## src/rtl/spow_pkg.sv

```systemverilog
// ----------------------------------------------------------------------------
// spow_pkg
// Shared constants and hash helpers for the SYN proof-of-work filter.
// ----------------------------------------------------------------------------
`default_nettype none

package spow_pkg;

  // frame offsets, counted from the ethernet destination
  localparam logic [5:0] PosEtherHi   = 6'd12;
  localparam logic [5:0] PosEtherLo   = 6'd13;
  localparam logic [5:0] PosProtocol  = 6'd23;
  localparam logic [5:0] PosDigestLo  = 6'd26;
  localparam logic [5:0] PosDigestHi  = 6'd45;
  localparam logic [5:0] PosTailRound = 6'd46;
  localparam logic [5:0] PosFlags     = 6'd47;
  localparam logic [5:0] PosAval1     = 6'd47;
  localparam logic [5:0] PosAval2     = 6'd48;
  localparam logic [5:0] PosAval3     = 6'd49;
  localparam logic [5:0] FullHdrLen   = 6'd54;
  localparam logic [5:0] LastHdrPos   = 6'd53;

  // match values
  localparam logic [7:0] EtherHiIpv4  = 8'h08;
  localparam logic [7:0] EtherLoIpv4  = 8'h00;
  localparam logic [7:0] ProtoTcp     = 8'd6;
  localparam logic [4:0] FlagsBareSyn = 5'h02;

  // hash seed: byte length of the hashed data, digest words plus zero words
  localparam logic [31:0] DigestLen   = 32'd40;

  // low position bits of the byte that completes a digest word, and of the next byte
  localparam logic [1:0] LaneLastBits  = 2'b01;
  localparam logic [1:0] LaneFirstBits = 2'b10;

  // one superfasthash word round
  function automatic logic [31:0] word_round(input logic [31:0] h, input logic [31:0] w);
    logic [31:0] a;
    logic [31:0] t;
    logic [31:0] m;
    a = h + {16'b0, w[15:0]};
    t = {5'b0, w[31:16], 11'b0} ^ a;
    m = {a[15:0], 16'b0} ^ t;
    return m + (m >> 11);
  endfunction

  // avalanche, split into three steps of one add each
  function automatic logic [31:0] aval_step1(input logic [31:0] h);
    logic [31:0] x;
    x = h ^ (h << 3);
    return x + (x >> 5);
  endfunction

  function automatic logic [31:0] aval_step2(input logic [31:0] h);
    logic [31:0] x;
    x = h ^ (h << 4);
    return x + (x >> 17);
  endfunction

  function automatic logic [31:0] aval_step3(input logic [31:0] h);
    logic [31:0] x;
    x = h ^ (h << 25);
    return x + (x >> 6);
  endfunction

endpackage

`default_nettype wire

```

## src/rtl/spow_frame_if.sv

```systemverilog
// ----------------------------------------------------------------------------
// spow_frame_if
// Byte stream channel carrying one frame byte per request.
// ----------------------------------------------------------------------------
`default_nettype none

interface spow_frame_if;
  logic       valid;
  logic       ready;
  logic [7:0] frame_byte;
  logic       frame_end;

  modport source (output valid, output frame_byte, output frame_end, input ready);
  modport sink   (input valid, input frame_byte, input frame_end, output ready);
endinterface

`default_nettype wire

```

## src/rtl/spow_result_if.sv

```systemverilog
// ----------------------------------------------------------------------------
// spow_result_if
// Per-frame verdict channel.
// ----------------------------------------------------------------------------
`default_nettype none

interface spow_result_if;
  logic        valid;
  logic        ready;
  logic        drop_frame;
  logic        was_bare_syn;
  logic [31:0] digest_hash;

  modport source (output valid, output drop_frame, output was_bare_syn,
                  output digest_hash, input ready);
  modport sink   (input valid, input drop_frame, input was_bare_syn,
                  input digest_hash, output ready);
endinterface

`default_nettype wire

```

## src/rtl/spow_cfg_if.sv

```systemverilog
// ----------------------------------------------------------------------------
// spow_cfg_if
// Write channel for the work threshold register.
// ----------------------------------------------------------------------------
`default_nettype none

interface spow_cfg_if;
  logic        valid;
  logic        ready;
  logic [31:0] work_threshold;

  modport source (output valid, output work_threshold, input ready);
  modport sink   (input valid, input work_threshold, output ready);
endinterface

`default_nettype wire

```

## src/rtl/syn_proof_of_work_filter.sv

```systemverilog
// The verdict is registered and presented in the cycle after the last byte is accepted.
// Throughput: one frame byte per cycle; each byte touches the running hash at most once,
// with a digest word round, the deferred zero-word round, or one avalanche step.
// A waiting verdict holds off every frame byte until it is taken; a new last byte can land
// in the same cycle the waiting verdict is taken.
// Reset (rst_ni low, async): threshold 0, header state and hash reset, no result pending.
// ----------------------------------------------------------------------------
// syn_proof_of_work_filter
// Streams ethernet frames, hashes the digest of bare TCP SYNs and drops
// frames whose hash falls below the work threshold.
// ----------------------------------------------------------------------------
`default_nettype none

module syn_proof_of_work_filter (
  input  wire            clk_i,
  input  wire            rst_ni,
  spow_frame_if.sink     frame_i,
  spow_cfg_if.sink       cfg_i,
  spow_result_if.source  result_o
);
  import spow_pkg::*;

  logic        fire;
  logic        is_last;
  logic [7:0]  b;
  logic [5:0]  pos_q, pos_d;
  logic        eth_q, eth_d;
  logic        proto_q, proto_d;
  logic [4:0]  flags_q, flags_d;
  logic [23:0] partial_q, partial_d;
  logic [31:0] hash_q, hash_d;
  logic [31:0] thresh_q;
  logic        in_digest;
  logic        zero_round;
  logic        bare_syn;
  logic        out_valid_q;
  logic        out_drop_q;
  logic        out_syn_q;
  logic [31:0] out_hash_q;

  // handshakes
  assign frame_i.ready = !out_valid_q || result_o.ready;
  assign fire          = frame_i.valid && frame_i.ready;
  assign b             = frame_i.frame_byte;
  assign is_last       = frame_i.frame_end;
  assign cfg_i.ready   = 1'b1;

  // position decode
  assign in_digest  = (pos_q >= PosDigestLo) && (pos_q <= PosDigestHi);
  assign zero_round = ((pos_q > PosDigestLo) && (pos_q <= PosTailRound)
                       && (pos_q[1:0] == LaneFirstBits));

  // per-frame state update
  always_comb begin
    pos_d     = pos_q;
    eth_d     = eth_q;
    proto_d   = proto_q;
    flags_d   = flags_q;
    partial_d = partial_q;
    hash_d    = hash_q;
    if (fire) begin
      if (is_last) begin
        pos_d   = '0;
        eth_d   = 1'b0;
        proto_d = 1'b0;
        flags_d = '0;
        hash_d  = DigestLen;
      end else begin
        if (pos_q < FullHdrLen) begin
          pos_d = pos_q + 6'd1;
        end
        if (pos_q == PosEtherHi) begin
          eth_d = (b == EtherHiIpv4);
        end
        if (pos_q == PosEtherLo) begin
          eth_d = eth_q && (b == EtherLoIpv4);
        end
        if (pos_q == PosProtocol) begin
          proto_d = (b == ProtoTcp);
        end
        if (pos_q == PosFlags) begin
          flags_d = b[4:0];
        end
        // digest bytes: gather three, round on the fourth
        if (in_digest) begin
          case (pos_q[1:0])
            2'b10:   partial_d[7:0]   = b;
            2'b11:   partial_d[15:8]  = b;
            2'b00:   partial_d[23:16] = b;
            default: partial_d        = partial_q;
          endcase
        end
        // hash schedule, at most one step per byte
        if (in_digest && (pos_q[1:0] == LaneLastBits)) begin
          hash_d = word_round(hash_q, {b, partial_q});
        end else if (zero_round) begin
          hash_d = word_round(hash_q, 32'd0);
        end else if (pos_q == PosAval1) begin
          hash_d = aval_step1(hash_q);
        end else if (pos_q == PosAval2) begin
          hash_d = aval_step2(hash_q);
        end else if (pos_q == PosAval3) begin
          hash_d = aval_step3(hash_q);
        end
      end
    end
  end

  // verdict for the current last byte
  assign bare_syn = (pos_q >= LastHdrPos) && eth_q && proto_q && (flags_q == FlagsBareSyn);

  // frame state registers
  always_ff @(posedge clk_i or negedge rst_ni) begin
    if (!rst_ni) begin
      pos_q   <= '0;
      eth_q   <= 1'b0;
      proto_q <= 1'b0;
      flags_q <= '0;
      hash_q  <= DigestLen;
    end else begin
      pos_q   <= pos_d;
      eth_q   <= eth_d;
      proto_q <= proto_d;
      flags_q <= flags_d;
      hash_q  <= hash_d;
    end
  end

  // digest byte collector
  always_ff @(posedge clk_i) begin
    partial_q <= partial_d;
  end

  // threshold register
  always_ff @(posedge clk_i or negedge rst_ni) begin
    if (!rst_ni) begin
      thresh_q <= '0;
    end else if (cfg_i.valid) begin
      thresh_q <= cfg_i.work_threshold;
    end
  end

  // result register
  always_ff @(posedge clk_i or negedge rst_ni) begin
    if (!rst_ni) begin
      out_valid_q <= 1'b0;
    end else if (fire && is_last) begin
      out_valid_q <= 1'b1;
    end else if (result_o.ready) begin
      out_valid_q <= 1'b0;
    end
  end

  always_ff @(posedge clk_i) begin
    if (fire && is_last) begin
      out_syn_q  <= bare_syn;
      out_drop_q <= bare_syn && (hash_q < thresh_q);
      out_hash_q <= bare_syn ? hash_q : 32'd0;
    end
  end

  assign result_o.valid        = out_valid_q;
  assign result_o.drop_frame   = out_drop_q;
  assign result_o.was_bare_syn = out_syn_q;
  assign result_o.digest_hash  = out_hash_q;

endmodule

`default_nettype wire

```

## src/flat_wrapper.sv

```systemverilog
// flat-port wrapper written by rule: the top's interface ports become plain ports
module syn_proof_of_work_filter_flat import spow_pkg::*;
  (clk_i, rst_ni, frame_i_valid, frame_i_frame_byte, frame_i_frame_end, frame_i_ready, cfg_i_valid, cfg_i_work_threshold, cfg_i_ready, result_o_valid, result_o_drop_frame, result_o_was_bare_syn, result_o_digest_hash, result_o_ready);
  spow_frame_if frame_i_i ();
  spow_cfg_if cfg_i_i ();
  spow_result_if result_o_i ();
  input  wire clk_i;
  input  wire rst_ni;
  input wire logic [$bits(frame_i_i.valid)-1:0] frame_i_valid;
  input wire logic [$bits(frame_i_i.frame_byte)-1:0] frame_i_frame_byte;
  input wire logic [$bits(frame_i_i.frame_end)-1:0] frame_i_frame_end;
  output wire logic [$bits(frame_i_i.ready)-1:0] frame_i_ready;
  input wire logic [$bits(cfg_i_i.valid)-1:0] cfg_i_valid;
  input wire logic [$bits(cfg_i_i.work_threshold)-1:0] cfg_i_work_threshold;
  output wire logic [$bits(cfg_i_i.ready)-1:0] cfg_i_ready;
  output wire logic [$bits(result_o_i.valid)-1:0] result_o_valid;
  output wire logic [$bits(result_o_i.drop_frame)-1:0] result_o_drop_frame;
  output wire logic [$bits(result_o_i.was_bare_syn)-1:0] result_o_was_bare_syn;
  output wire logic [$bits(result_o_i.digest_hash)-1:0] result_o_digest_hash;
  input wire logic [$bits(result_o_i.ready)-1:0] result_o_ready;
  assign frame_i_i.valid = frame_i_valid;
  assign frame_i_i.frame_byte = frame_i_frame_byte;
  assign frame_i_i.frame_end = frame_i_frame_end;
  assign frame_i_ready = frame_i_i.ready;
  assign cfg_i_i.valid = cfg_i_valid;
  assign cfg_i_i.work_threshold = cfg_i_work_threshold;
  assign cfg_i_ready = cfg_i_i.ready;
  assign result_o_valid = result_o_i.valid;
  assign result_o_drop_frame = result_o_i.drop_frame;
  assign result_o_was_bare_syn = result_o_i.was_bare_syn;
  assign result_o_digest_hash = result_o_i.digest_hash;
  assign result_o_i.ready = result_o_ready;
  syn_proof_of_work_filter u_core (.clk_i(clk_i), .rst_ni(rst_ni), .frame_i(frame_i_i), .cfg_i(cfg_i_i), .result_o(result_o_i));
endmodule
```

## config.mk

```make
export PLATFORM = sky130hd
export DESIGN_NAME = syn_proof_of_work_filter_flat
export DESIGN_NICKNAME = d
export VERILOG_FILES = /design/src/rtl/spow_pkg.sv /design/src/rtl/spow_frame_if.sv /design/src/rtl/spow_result_if.sv /design/src/rtl/spow_cfg_if.sv /design/src/rtl/syn_proof_of_work_filter.sv /design/src/flat_wrapper.sv
export SDC_FILE = /design/constraint.sdc
export NUM_CORES = 1
export LEC_CHECK = 0
export BUFFER_PORTS_ARGS = -buffer_cell sky130_fd_sc_hd__buf_2
export CORE_ASPECT_RATIO = 1.1
export CORE_MARGIN = 5
export CORE_UTILIZATION = 45
export DETAILED_ROUTE_END_ITERATION = 12
export SYNTH_ARGS = -nofsm -noshare
export SYNTH_HDL_FRONTEND = slang
export SYNTH_SLANG_ARGS = --single-unit
```

## constraint.sdc

```tcl
create_clock -name clk_i -period 7.3 [get_ports clk_i]
set_input_delay 1.095 -clock clk_i [delete_from_list [all_inputs] [get_ports clk_i]]
set_output_delay 1.095 -clock clk_i [all_outputs]
set_load 0.05 [all_outputs]
```

==> results of run 1 <==
-- cell families after synthesis --
family | synth area share [%]
AND/OR/NAND/NOR | 17.0
AO/OA/AOI/OAI | 25.5
other | 0.0241
XOR/XNOR | 15.4
buffers and inverters | 4.21
adder cells (fa/ha/maj) | 13.7
multiplexers | 0.402
flip-flops | 23.8
-- cell type report --
cell class | instances | area share [%]
multi-input cells | 1569 | 66.0
repair buffers | 114 | 3.86
clock buffers | 17 | 2.50
diodes | 1 | 0.0147
flip-flops and latches | 136 | 21.7
clock inverters | 15 | 0.979
inverters | 77 | 1.70
well taps | 438 | 3.22
-- cell usage after synthesis, types with 19 or more instances --
library cell / count / area [um^2]
xor2_1: 129 / 1130
a211oi_1: 36 / 270
nand2_1: 152 / 571
and2_1: 50 / 313
o21a_1: 23 / 173
edfxtp_1: 58 / 1740
xnor2_1: 133 / 1160
o211ai_1: 39 / 293
and3_1: 21 / 131
a21oi_1: 146 / 731
clkbuf_1: 77 / 289
a31oi_1: 19 / 119
nor3_1: 24 / 120
nand2b_1: 20 / 125
a21o_1: 64 / 480
o21ai_0: 138 / 691
ha_1: 161 / 2010
nor2_1: 117 / 439
inv_1: 77 / 289
nand3_1: 53 / 265
dfrtp_1: 76 / 1900
-- routing by layer --
metal / track usage, % / vias up
met1: 37.7 / 7029
met2: 51.6 / 595
met3: 4.58 / 174
met5: 0 / -
met4: 15.9 / 0
li1: - / 6910
-- state kept, by name (all words and copies together) (netlist names), 5 cells and up --
register                     count
u_core.pos_q                     6
u_core.thresh_q                 32
u_core.hash_q                   32
u_core.result_o.digest_hash     32
u_core.flags_q                   5
u_core.partial_q                24
-- critical path, cell delays in order, from the launching register on --
cell,delay (ns)
dfrtp_1,0.69
ha_1,0.60
nand2_1,0.16
a2111oi_4,0.41
or2_2,0.21
nor2_1,0.06
o21ai_0,0.26
a31oi_1,0.15
xnor2_1,0.27
xor2_1,0.24
ha_1,0.30
a21oi_1,0.21
o21bai_1,0.11
a2111oi_0,0.72
o211a_1,0.26
a31o_2,0.11
nor3_1,0.09
o41ai_4,0.51
nor2_1,0.10
xnor2_1,0.22
a31oi_1,0.12
-- worst min-delay path by stage --
| stage | from | cells after the start | slack (ns) | endpoint |
|---|---|---|---|---|
| after floorplan | u_core.proto_q | 1 | 0.45 | u_core.proto_q |
| after global placement | u_core.proto_q | 1 | 0.46 | u_core.proto_q |
| after detailed placement | u_core.proto_q | 1 | 0.47 | u_core.proto_q |
| after CTS | u_core.proto_q | 1 | 0.48 | u_core.proto_q |
| after global routing | u_core.proto_q | 1 | 0.49 | u_core.proto_q |
| final | u_core.proto_q | 1 | 0.48 | u_core.proto_q |
-- metrics by stage --
step / setup WS [ns] / instances / cell area (um^2) / utilization (%)
2_1_floorplan: 2.51 / 1873 / 15600 / -
3_3_place_gp: 1.44 / 2334 / 16400 / 48.0
3_5_place_dp: 1.42 / 2334 / 16400 / 48.0
4_1_cts: 1.39 / 2366 / 17000 / 49.7
5_1_grt: 0.805 / 2366 / 17000 / 49.7
6_report: 1.34 / 2367 / 17000 / 49.7
==> reports/metrics.cfg, run 1 <==
[logic_synthesis]
ys_types=96
syn_inst=1873
yosysSeqAreaShare_pct=23.8
synth_edf_count=58
ys_warn_count=0
synth_top_flop_cell=dfrtp_1
synth-seq-cells=136
async_reset_ff_share_pct=57.4
synthesis.area_um2=15600
syn_avg_cell_area_um2=8.31
syn_nets=2086

[floorplanning]
die_area_um2=38400
rows=71
core_um2=34200
ioPinCount=83
fp.dieW_um=187
start_util_pct=45.5
die_h_um=205

[timing]
rsz0062_at_grt=no
fin_crit_ns=5.96
finalSetupViolCount=0
finalMaxSlewViolations=0
slew_headroom_pct=33.5
hold_viol_final=0
holdWs_ns=0.478
period_share_pct=81.7
final.setup_skew_ns=0.0110
finalSetupTns_ns=0
max_freq_mhz=168
worst_pin_slew_ns=0.997

[grt]
grt.total_usage_pct=30.5
grt_max_degree=64
first_global_vias=14500
grt_overflow=0
antenna_found_initial=2
grt_pass1_wl_um=88600

[detailed_routing]
remaining_drc_errors=0
detail-route-antenna-nets=0
avgViaCountPerCell=6.21
route.met2.wl_um=27600
wl_um=59000
wl_met1_um=24400
top_layer_used=met4
dr.pass1.iters=7
vias=14700
drtIter0Drc=1104
dr_wl_met3_um=3610
post_drt_wl_per_cell_um=24.9

[critical_path]
crit_path_end_kind=flop
r2r-end=u_core.hash_q[27]
critPathLaunchType=flop
crit_type=reg2reg
worstPathArrival_ns=6.28
rr_worst_depth=20
critical_path.max_fanout=13
crit_required_ns=7.61
crit_start=u_core.hash_q[6]
crit_end=u_core.hash_q[27]
r2r_slack_ns=1.34
r2r_start=u_core.hash_q[6]

[status]
run_status=completed

[final_layout]
syn2layout_area_growth_pct=9.30
multi_input_area_um2=11200
seqCellArea_um2=3700
fill_cells=3396
layout_common_cells=161 x ha_1, 152 x nand2_1, 146 x a21oi_1
final_common_cell=ha_1
drive_gt1_share_pct=9.49
nNetsFinal=2128

[cts]
ctsResizeCount=0
cts_hold_buf=0
numClockSinks=136
cts_max_path_buffers=2
cts_tree=built
cts_buffers=17
path_clk_slew_ns=0.07
cts_root_buf=clkbuf_16
clk_latency_ns=0.45
cts_setup_buffers=0
ctsHtreeMaxLevel=4

[flow_run]
maxCapViolCount=0

[hold_path]
hold_path_class=reg2reg

[place]
gp_congestion=0.999
numPortBuffers=81
dp_hpwl_um=44900

Power of run 1 is not shown: default switching activity piles up to over one toggle a cycle in this logic, so the estimate is an artifact.
==> inputs of run 2 (changes only) <==
==> constraint.sdc (replaced) <==
create_clock -name clk_i -period 6.07 [get_ports clk_i]
set_input_delay 0.9105 -clock clk_i [delete_from_list [all_inputs] [get_ports clk_i]]
set_output_delay 0.9105 -clock clk_i [all_outputs]
set_load 0.05 [all_outputs]
==> run 2 against run 1 <==
Compared with the run above: maximum frequency rose by 8.7%; register-to-register slack got worse by 0.75 ns; worst hold slack got worse by 0.14 ns; first-iteration DRC count rose by 0.36%; clock-buffer cell count did not move; clock skew fell by 0.0010 ns; critical endpoint is now u_core.hash_q[22].
==> reports/metrics.cfg, run 2 (synthesis gave the netlist of run 1 again) <==
[place]
gp_congestion=0.993
pre_cts_slack_ns=0.659
dp_hpwl_um=42500
numPortBuffers=81

[floorplanning]
die_h_um=205
ioPinCount=83
start_util_pct=45.5
die_area_um2=38400
core_um2=34200
fp.dieW_um=187
rows=71

[detailed_routing]
dr.pass1.iters=7
wl_um=56000
drtIter0Drc=1108
detail-route-antenna-nets=0
remaining_drc_errors=0
vias=14500
post_drt_wl_per_cell_um=23.6
avgViaCountPerCell=6.12

[final_layout]
seqCellArea_um2=3700
syn2layout_area_growth_pct=9.67
multi_input_area_um2=11200
nNetsFinal=2138
diodes=0
fill_cells=3284
layout_common_cells=161 x ha_1, 152 x nand2_1, 146 x a21oi_1
drive_gt1_share_pct=9.91
final_common_cell=ha_1
final_util_pct=49.9

[timing]
rsz0062_at_grt=no
hold_viol_final=0
timing.final.ws_setup_ns=0.587
worst_pin_slew_ns=0.903
final.setup_skew_ns=0.00995
max_freq_mhz=182
finalSetupViolCount=0
fin_crit_ns=5.48
slew_headroom_pct=39.8
finalSetupTns_ns=0
finalMaxSlewViolations=0
period_share_pct=90.3

[critical_path]
crit_path_end_kind=flop
worstPathArrival_ns=5.82
r2r_slack_ns=0.59
rr_worst_depth=21
crit_required_ns=6.41
r2r-end=u_core.hash_q[22]
critical_path.max_fanout=8
r2r_start=u_core.hash_q[6]
critPathLaunchType=flop
crit_type=reg2reg

[cts]
clk_latency_ns=0.46
cts_tree=built
cts_setup_buffers=0
cts_max_path_buffers=2
numClockSinks=136
cts_root_buf=clkbuf_16
cts_hold_buf=0
path_clk_slew_ns=0.06
ctsHtreeMaxLevel=4
ctsResizeCount=0
cts_buffers=17

[grt]
first_global_vias=14500
grt_max_degree=64
antenna_found_initial=2
grt.total_usage_pct=28.9
grt_pass1_wl_um=85000
grt_overflow=0

[flow_run]
maxCapViolCount=0

[hold_path]
hold_path_class=in2async

[status]
run_status=completed

run 2: worst max path at each step:
stage	to	slack, ns	startpoint	depth (start not counted)
6_report	u_core.hash_q[22]	0.59	u_core.hash_q[6]	21
5_1_grt	u_core.hash_q[25]	0.19	u_core.hash_q[6]	21
4_1_cts	u_core.hash_q[30]	0.63	u_core.hash_q[6]	21
3_5_place_dp	u_core.hash_q[30]	0.66	u_core.hash_q[6]	21
3_3_place_gp	u_core.hash_q[30]	0.73	u_core.hash_q[6]	21
2_1_floorplan	u_core.hash_q[30]	1.28	u_core.hash_q[2]	21
run 2: layout make-up:
cell class,count,area share (%)
Timing Repair Buffer,124,4.28
Multi-Input combinational cell,1569,65.8
Tap cell,438,3.21
Clock buffer,17,2.49
Inverter,77,1.69
Clock inverter,15,0.887
Sequential cell,136,21.7
run 2: critical path, cell delays in order (launching register included):
cell	delay, ns
dfrtp_1	0.38
ha_1	0.44
nand2_1	0.18
a2111oi_4	0.42
or2_2	0.21
nor2_1	0.06
o21ai_0	0.27
a31oi_1	0.15
xnor2_1	0.29
xor2_1	0.18
ha_1	0.36
a21o_1	0.15
nand4_1	0.10
o21ai_0	0.16
nor2_1	0.08
o31a_1	0.33
o21ai_0	0.34
a21oi_1	0.16
o21bai_1	0.46
nor3b_1	0.24
o31ai_1	0.11
a32o_1	0.31
run 2: layer usage:
| metal | vias up | routed length [um] | track usage (%) | part of all wire, % |
|---|---|---|---|---|
| met2 | 509 | 26900 | 50.1 | 48 |
| met3 | 188 | 2940 | 4.19 | 5.3 |
| met5 | - | 0 | 0 | 0 |
| met4 | 0 | 3110 | 14.9 | 5.5 |
| li1 | 6926 | - | - | - |
| met1 | 6909 | 23100 | 35.0 | 41 |
run 2: through the flow:
step                      std cells  hold WS [ns]  area (um^2)
after detailed placement       2344         0.470        16500
after CTS                      2376         0.339        17100
after floorplan                1873         0.450        15600
final                          2376         0.336        17100
after global routing           2376         0.356        17100
after global placement         2344         0.466        16500
Power of run 2 is left out for the same reason.
